**src/hdl/dsd_pkg.sv**
```systemverilog
// Shared constants and types of the dirty span detector.
package dsd_pkg;

    localparam int PIX_W   = 32;
    localparam int ROW_W   = 11;
    localparam int START_W = 11;
    localparam int END_W   = 12;

    localparam int DEF_MAX_WIDTH  = 2048;
    localparam int DEF_MAX_HEIGHT = 2048;

    // s_tdata: new_pixel, shown_pixel
    localparam int S_DATA_W = 2 * PIX_W;
    // m_tdata: row_index, span_start, span_end, row_changed, zero fill to bytes
    localparam int M_FIELD_W = ROW_W + START_W + END_W + 1;
    localparam int M_DATA_W  = ((M_FIELD_W + 7) / 8) * 8;

    typedef struct packed {
        logic [ROW_W-1:0]   row_index;
        logic [START_W-1:0] span_start;
        logic [END_W-1:0]   span_end;
        logic               row_changed;
        logic               full_row;
        logic               frame_done;
    } report_t;

endpackage

```
**src/hdl/dsd_row_track.sv**
```systemverilog
// Column/row counters, per-row diff span tracking and span report logic.
module dsd_row_track
    import dsd_pkg::*;
#(
    parameter int MAX_WIDTH  = DEF_MAX_WIDTH,
    parameter int MAX_HEIGHT = DEF_MAX_HEIGHT
) (
    input  logic             aclk,
    input  logic             aresetn,
    input  logic             accept,
    input  logic [PIX_W-1:0] new_pixel,
    input  logic [PIX_W-1:0] shown_pixel,
    input  logic             last_in_row,
    input  logic             last_in_frame,
    output logic             row_end,
    output report_t          report
);

    localparam int COL_W = (MAX_WIDTH  > 1) ? $clog2(MAX_WIDTH)  : 1;
    localparam int RCW   = (MAX_HEIGHT > 1) ? $clog2(MAX_HEIGHT) : 1;
    localparam logic [COL_W-1:0] COL_LAST = COL_W'(MAX_WIDTH - 1);
    localparam logic [RCW-1:0]   ROW_LAST = RCW'(MAX_HEIGHT - 1);

    logic [COL_W-1:0] col_reg, col_next;
    logic [RCW-1:0]   row_reg, row_next;
    logic [COL_W-1:0] first_reg, first_next;
    logic [COL_W:0]   end_reg, end_next;
    logic             any_reg, any_next;
    logic             shadow_reg, shadow_next;

    logic             diff;
    logic [COL_W-1:0] first_eff;
    logic [COL_W:0]   end_eff;
    logic [COL_W:0]   col_inc;
    logic             any_eff;
    logic [COL_W-1:0] start_sel;
    logic [COL_W:0]   end_sel;
    logic [31:0]      row_ext, start_ext, end_ext;

    assign diff    = (new_pixel != shown_pixel);
    assign row_end = last_in_row | last_in_frame;
    assign col_inc = (COL_W+1)'(col_reg) + (COL_W+1)'(1);

    assign first_eff = (diff && !any_reg) ? col_reg : first_reg;
    assign end_eff   = diff ? col_inc : end_reg;
    assign any_eff   = any_reg | diff;

    always_comb begin
        start_sel          = '0;
        end_sel            = '0;
        report.row_changed = 1'b0;
        report.full_row    = 1'b0;
        if (!shadow_reg) begin
            // shown copy not valid yet: whole row up to this column
            end_sel            = col_inc;
            report.row_changed = 1'b1;
            report.full_row    = 1'b1;
        end else if (any_eff) begin
            start_sel          = first_eff;
            end_sel            = end_eff;
            report.row_changed = 1'b1;
        end
        row_ext           = 32'(row_reg);
        start_ext         = 32'(start_sel);
        end_ext           = 32'(end_sel);
        report.row_index  = row_ext[ROW_W-1:0];
        report.span_start = start_ext[START_W-1:0];
        report.span_end   = end_ext[END_W-1:0];
        report.frame_done = last_in_frame;
    end

    always_comb begin
        col_next    = col_reg;
        row_next    = row_reg;
        first_next  = first_reg;
        end_next    = end_reg;
        any_next    = any_reg;
        shadow_next = shadow_reg;
        if (accept) begin
            if (!row_end) begin
                first_next = first_eff;
                end_next   = end_eff;
                any_next   = any_eff;
                if (col_reg != COL_LAST) begin
                    col_next = col_reg + COL_W'(1);
                end
            end else begin
                col_next   = '0;
                first_next = '0;
                end_next   = '0;
                any_next   = 1'b0;
                if (last_in_frame) begin
                    row_next    = '0;
                    shadow_next = 1'b1;
                end else if (row_reg != ROW_LAST) begin
                    row_next = row_reg + RCW'(1);
                end
            end
        end
    end

    always_ff @(posedge aclk) begin
        if (!aresetn) begin
            col_reg    <= '0;
            row_reg    <= '0;
            first_reg  <= '0;
            end_reg    <= '0;
            any_reg    <= 1'b0;
            shadow_reg <= 1'b0;
        end else begin
            col_reg    <= col_next;
            row_reg    <= row_next;
            first_reg  <= first_next;
            end_reg    <= end_next;
            any_reg    <= any_next;
            shadow_reg <= shadow_next;
        end
    end

endmodule

```
**src/hdl/dirty_span_detector.sv**
```systemverilog
// Dirty span detector top level: stream ports and the report output register.
//
// Takes one pixel pair word per cycle in raster order and, for each word that
// ends a row (tlast or tuser set), emits one span report in the next cycle.
// Words that do not end a row produce nothing. The input keeps accepting a
// word every cycle as long as the report register is empty or being drained
// in the same cycle; a stalled report holds s_tready low until it is taken.
// Until the first frame end has been seen every row is reported whole.
module dirty_span_detector
    import dsd_pkg::*;
#(
    parameter int MAX_WIDTH  = DEF_MAX_WIDTH,
    parameter int MAX_HEIGHT = DEF_MAX_HEIGHT
) (
    input  logic                aclk,
    input  logic                aresetn,
    input  logic                s_tvalid,
    output logic                s_tready,
    input  logic [S_DATA_W-1:0] s_tdata,   // new_pixel, shown_pixel
    input  logic                s_tlast,   // last_in_row
    input  logic                s_tuser,   // last_in_frame
    output logic                m_tvalid,
    input  logic                m_tready,
    output logic [M_DATA_W-1:0] m_tdata,   // row_index, span_start, span_end, row_changed
    output logic                m_tlast,   // frame_done
    output logic                m_tuser    // full_row
);

    logic    accept;
    logic    row_end;
    report_t report;
    report_t rep_reg;
    logic    valid_reg, valid_next;

    assign s_tready = !valid_reg || m_tready;
    assign accept   = s_tvalid && s_tready;

    dsd_row_track #(
        .MAX_WIDTH  (MAX_WIDTH),
        .MAX_HEIGHT (MAX_HEIGHT)
    ) u_track (
        .aclk          (aclk),
        .aresetn       (aresetn),
        .accept        (accept),
        .new_pixel     (s_tdata[PIX_W-1:0]),
        .shown_pixel   (s_tdata[2*PIX_W-1:PIX_W]),
        .last_in_row   (s_tlast),
        .last_in_frame (s_tuser),
        .row_end       (row_end),
        .report        (report)
    );

    always_comb begin
        valid_next = valid_reg;
        if (accept && row_end) begin
            valid_next = 1'b1;
        end else if (m_tready) begin
            valid_next = 1'b0;
        end
    end

    always_ff @(posedge aclk) begin
        if (!aresetn) begin
            valid_reg <= 1'b0;
        end else begin
            valid_reg <= valid_next;
        end
    end

    always_ff @(posedge aclk) begin
        if (accept && row_end) begin
            rep_reg <= report;
        end
    end

    assign m_tvalid = valid_reg;
    assign m_tdata  = M_DATA_W'({rep_reg.row_changed, rep_reg.span_end,
                                 rep_reg.span_start, rep_reg.row_index});
    assign m_tlast  = rep_reg.frame_done;
    assign m_tuser  = rep_reg.full_row;

endmodule

```
**config.mk**
```make
export PLATFORM = sky130hd
export DESIGN_NAME = dirty_span_detector
export DESIGN_NICKNAME = d
export VERILOG_FILES = /design/src/hdl/dsd_pkg.sv /design/src/hdl/dsd_row_track.sv /design/src/hdl/dirty_span_detector.sv
export SDC_FILE = /design/constraint.sdc
export NUM_CORES = 1
export LEC_CHECK = 0
export BUFFER_PORTS_ARGS = -buffer_cell sky130_fd_sc_hd__buf_2
export CELL_PAD_IN_SITES_DETAIL_PLACEMENT = 1
export CELL_PAD_IN_SITES_GLOBAL_PLACEMENT = 1
export CORE_MARGIN = 10
export CORE_UTILIZATION = 39
export CTS_CLUSTER_SIZE = 24
export DETAILED_ROUTE_END_ITERATION = 12
export PLACE_DENSITY = 0.92
export SYNTH_ARGS = -nofsm -noshare
export SYNTH_HDL_FRONTEND = slang
export SYNTH_SLANG_ARGS = --single-unit
```
**constraint.sdc**
```tcl
create_clock -name aclk -period 2.2 [get_ports aclk]
set_input_delay 0.11 -clock aclk [delete_from_list [all_inputs] [get_ports aclk]]
set_output_delay 0.11 -clock aclk [all_outputs]
set_load 0.02 [all_outputs]
```
After elaboration in Yosys (flattened, before gate mapping)
Index checks and enable logic that the tools add are counted.
- bitwise logic cells: 2
- muxes and demuxes: 15
- reduce and logical (&&, ||, !) cells: 13
- equal/unequal tests: 3
- add/sub/neg operators: 3
- operators with widths (cell ; number):
    $mux W11 ; 6
    $mux W12 ; 4
    $ne A32 B32 Y1 ; 1
    $add A11 B1 Y11 const B ; 2
    $ne A11 B11 Y1 const B ; 2
    $add A11 B1 Y12 const B ; 1
    $reduce_and A3 Y1 ; 2
    $reduce_bool A2 Y1 ; 3
    $mux W1 ; 5
    $reduce_and A2 Y1 ; 2
    $logic_and A1 B1 Y1 ; 3
    $logic_not A1 Y1 ; 2
    $or A1 B1 Y1 ; 2
    $logic_or A1 B1 Y1 ; 1
- flip-flop bits (word level): 85
- input port bits: 70

Depth between registers and ports, before layout
- word-level depth: 5
- depth in mapped cells: 9
- mapped depth without buffers: 7

By module
A second synthesis with hierarchy kept.
- cell total of the unflattened synthesis: 405
- area, all modules: 3996.3 um^2
- by module, submodules not included (module ; cells each ; area each (um^2) ; times used ; sequential area each (um^2)):
    dsd_row_track ; 356 ; 2772.7 ; 1 ; 940.9
    dirty_span_detector ; 49 ; 1223.7 ; 1 ; 1131.1

Least setup slack after synthesis
No wires, ideal clock.
- path type: reg2reg
- start point: reg valid_reg (netlist: m_tvalid)
- end point: reg u_track.first_reg[0]
- arrival: 2.082 ns
- data required time: 2.066 ns
- cell stages (with the launch flop): 7
- slack: -0.016 ns
- clock period less this slack: 2.216 ns
- cell sequence: dfxtp_1 nand2b_1 nand3_1 inv_1 a21o_1 clkbuf_1 o22ai_1
- word-level cells in the longest chain between the ends: 3
- RTL lines (what ; line ; text):
    start: declaration ; dirty_span_detector.sv:33 ; logic valid_reg, valid_next;
    start signal: assignment ; dirty_span_detector.sv:66 ; valid_reg <= valid_next;
    $logic_not A1 Y1 ; dirty_span_detector.sv:35 ; assign s_tready = !valid_reg || m_tready;
    $logic_or A1 B1 Y1 ; dirty_span_detector.sv:35 ;
    via s_tready ; dirty_span_detector.sv:18 ; output logic s_tready,
    $logic_and A1 B1 Y1 ; dirty_span_detector.sv:36 ; assign accept = s_tvalid && s_tready;
    end signal: assignment ; dsd_row_track.sv:113 ; first_reg <= first_next;
    end: declaration ; dsd_row_track.sv:26 ; logic [COL_W-1:0] first_reg, first_next;
The timed path passes the listed nets, and every way through them passes these cells.
A chain may end at the register's enable or synchronous reset.

Final worst setup path
- start point: reg u_track.row_reg[0]
- end point: reg u_track.row_reg[3]
- word-level cells in the longest chain between the ends: 3
- elaborated cells on any way between the ends: 6
- RTL lines (what ; line ; text):
    start: declaration ; dsd_row_track.sv:25 ; logic [RCW-1:0] row_reg, row_next;
    start signal: assignment ; dsd_row_track.sv:112 ; row_reg <= row_next;
    $add A11 B1 Y11 / $ne A11 B11 Y1 (equally long branches) ; dsd_row_track.sv:96, dsd_row_track.sv:95 ;
    $mux W11 / $reduce_bool A2 Y1 (equally long branches) ; - ;
    $mux W11 / $reduce_and A3 Y1 (equally long branches) ; - ;
Parallel ways exist; a longest one is shown, timed or not. The select of a mux whose other input is x is not followed.

==> results.sh <==
export IMPL_synthDominantCellAreaShare_pct=27.57
export IMPL_drv_slew=0
export IMPL_grt_max_degree=51
export IMPL_port_buffers=108
export IMPL_initial_utilization_pct=39.57
export IMPL_design_core_area_mm2=0.01018
export IMPL_cts_root_buf="clkbuf_8"
export IMPL_rows=37
export IMPL_start_kind="flop"
export IMPL_drive_gt1_share_pct=26.59
export IMPL_dp_slack_ns=-0.01676
export IMPL_postLayoutSetupSlackWorst_ns=0.2931
export IMPL_post_cts_repair_setup_buffers=0
export IMPL_syn_cell_area_mm2=0.004030
export IMPL_cap_viol_max_count=0
export IMPL_synth_distinct_cells=41
export IMPL_synth_common_cells="nand2_1, dfxtp_1, edfxtp_1, xor2_1, nor2_1"
export IMPL_p_sw_uw=814.8
export IMPL_hpwl_um=9076
export IMPL_cts_buffers=9
export IMPL_combinationalPowerShare_pct=10.9
export IMPL_grt_pass1_wl_um=19690
export IMPL_drtIter0Drc=269
export IMPL_endpoint_kind="flop"
export IMPL_die_y_um=121.7
export IMPL_htreeDepth=3
export IMPL_min_period_ns=1.907
export IMPL_r2r_start="u_track.row_reg[0]$_SDFFE_PN0P_"
export IMPL_synth_yosys_seq_area_share_pct=51.41
export IMPL_holdCritPathClass="in2reg"
export IMPL_grt_pass1_vias=3820
export IMPL_synth_avg_cell_area_um2=9.550
export IMPL_clock_sinks=85
export IMPL_largest_reg_flops=35
export IMPL_routed_via_density=5.248
export IMPL_fmax_mhz=524.4
export IMPL_syn_inst=422
export IMPL_reg2reg_depth=6
export IMPL_crit_type="reg2reg"
export IMPL_hold_viol_final=0
export IMPL_fin_util_pct=48.76
export IMPL_ios=114
export IMPL_die_area_mm2=0.01480
export IMPL_clk_insertion_delay_late_ns=0.36
export IMPL_clk_pin_slew_ns=0.08
export IMPL_outcome="completed"
export IMPL_setup_violations=0
export IMPL_clock_power_share_pct=37.6
export IMPL_synth_seq_cells=85
export IMPL_yosys_top_cells_area="edfxtp_1, dfxtp_1, xor2_1"
export IMPL_peakVddDrop_mv=0.2921
export IMPL_first_pass_iters=4
export IMPL_diodes=0
export IMPL_grtUsageTotal_pct=16.69
export IMPL_synth_edf_count=37
export IMPL_cts_resized=0
export IMPL_fin_nets=601
export IMPL_power_frac_seq_pct=51.5
export IMPL_holdWs_ns=0.1036
export IMPL_fin_crit_sh_pct=86.68
export IMPL_antenna_found_initial=0
export IMPL_swShare_pct=24.61
export IMPL_worst_pin_slew_ns=0.7519
export IMPL_leakage_uw=0.001860
export IMPL_crit_path_max_fanout=14
export IMPL_rrSetupSlack_ns=0.29
export IMPL_grt_remaining_overflow=0
export IMPL_yosysMostFrequentCell="nand2_1"
export IMPL_yosysWarnings=0
export IMPL_wl_per_cell_um=18.68
export IMPL_required_ns=2.47
export IMPL_drcViolationCount=0
export IMPL_ant_nets=0
export IMPL_wl_um=12510
export IMPL_gp_congestion=0.8785
export IMPL_yosysTopAreaCell="edfxtp_1"
export IMPL_rsz0062_at_grt="no"
export IMPL_syn_to_final_growth_pct=23.22
export IMPL_finClkSkew_ns=0.01273
export IMPL_vias=3516
export IMPL_p_int_uw=2495
export IMPL_max_slew_margin_pct=49.80
export IMPL_fin_tns_setup_ns=0
export IMPL_cts_buffer_depth=2
export IMPL_critPathLaunch="u_track.row_reg[0]$_SDFFE_PN0P_"
export IMPL_cts_tree="yes"
export IMPL_ys_async_sr_fraction_pct=0
export IMPL_cts_hold_fix_buffers=0
export IMPL_hold_start="s_tuser"
export IMPL_worstHoldPathCells=1
export IMPL_die_w_um=121.7
export IMPL_p_per_area_mw_per_mm2=666.6
export IMPL_synth_ff_type="dfxtp_1"
export IMPL_arrival_ns=2.18
[kinds of logic (layout without fill, tap and decap cells)]
| group | Yosys count | after routing | synth area share, % |
|---|---|---|---|
| AO/OA/AOI/OAI | 73 | 73 | 11.21 |
| XOR/XNOR | 47 | 47 | 10.21 |
| adder cells (fa/ha/maj) | 2 | 2 | 0.6208 |
| buffers and inverters | 38 | 146 | 4.440 |
| flip-flops | 85 | 85 | 51.41 |
| multiplexers | 6 | 6 | 1.490 |
| other | 1 | 5 | 0.09305 |
| AND/OR/NAND/NOR | 170 | 170 | 20.52 |
[metal layers]
layer	global-route usage (%)	vias up	routed length, um
met3	3.469	25	513
met1	17.42	1737	4733
met4	8.420	0	314
li1	-	1668	-
met2	30.95	86	6952
met5	0	-	0
[worst max-delay path: stages, from the launching register on]
cell      delay (ns)
dfxtp_1         0.39
ha_1            0.25
nand2_1         0.11
nor2_1          0.07
a21o_1          0.32
or4_1           0.53
a21boi_0        0.17
[cell type report]
cell class / count / area [um^2]
Clock buffer: 11 / 141.4
Clock inverter: 5 / 85.08
Fill cell: 1218 / 5219
Inverter: 7 / 30.03
Multi-Input combinational cell: 303 / 1802
Sequential cell: 85 / 2072
Tap cell: 136 / 170.2
Timing Repair Buffer: 123 / 665.6
[path summary, 6_finish.rpt]
kind | end
worst max-delay path | u_track.row_reg[3]$_SDFFE_PN0P_
worst min-delay path | m_tlast$_DFFE_PP_
worst max register to register | u_track.row_reg[3]$_SDFFE_PN0P_
worst min register to register | u_track.end_reg[10]$_SDFFE_PN0P_
[power by group through the flow]
stage | sequential (uW) | combinational, uW | clock (uW)
5_1_grt | 1710 | 394 | 1330
6_report | 1700 | 362 | 1240
3_3_place_gp | 1740 | 348 | 0
4_1_cts | 1710 | 366 | 1260
3_5_place_dp | 1740 | 362 | 0
2_1_floorplan | 1780 | 159 | 0
[stage by stage]
step	cells	cell area, um^2	power [uW]
after floorplan	426	4049	1937
after global placement	654	4740	2087
after global routing	670	4966	3430
after detailed placement	654	4740	2104
after CTS	670	4966	3330
final	670	4966	3310
[placed cells by master (no fill, tap or decap), drive strengths merged, types with 5 or more instances in the layout]
cell	Yosys	layout
nand3b	12	12
nor4	15	15
nor2	28	28
nand3	10	10
nand2	70	70
xnor2	11	11
a22oi	8	8
o21ai	15	15
xor2	36	36
buf	9	123
conb	1	5
a21oi	20	20
edfxtp	37	37
nor2b	17	17
clkbuf	22	11
o22ai	11	11
dfxtp	48	48
mux2i	6	6
inv	7	6
a21boi	10	10
No activity file was read; power rests on OpenSTA's default activity.
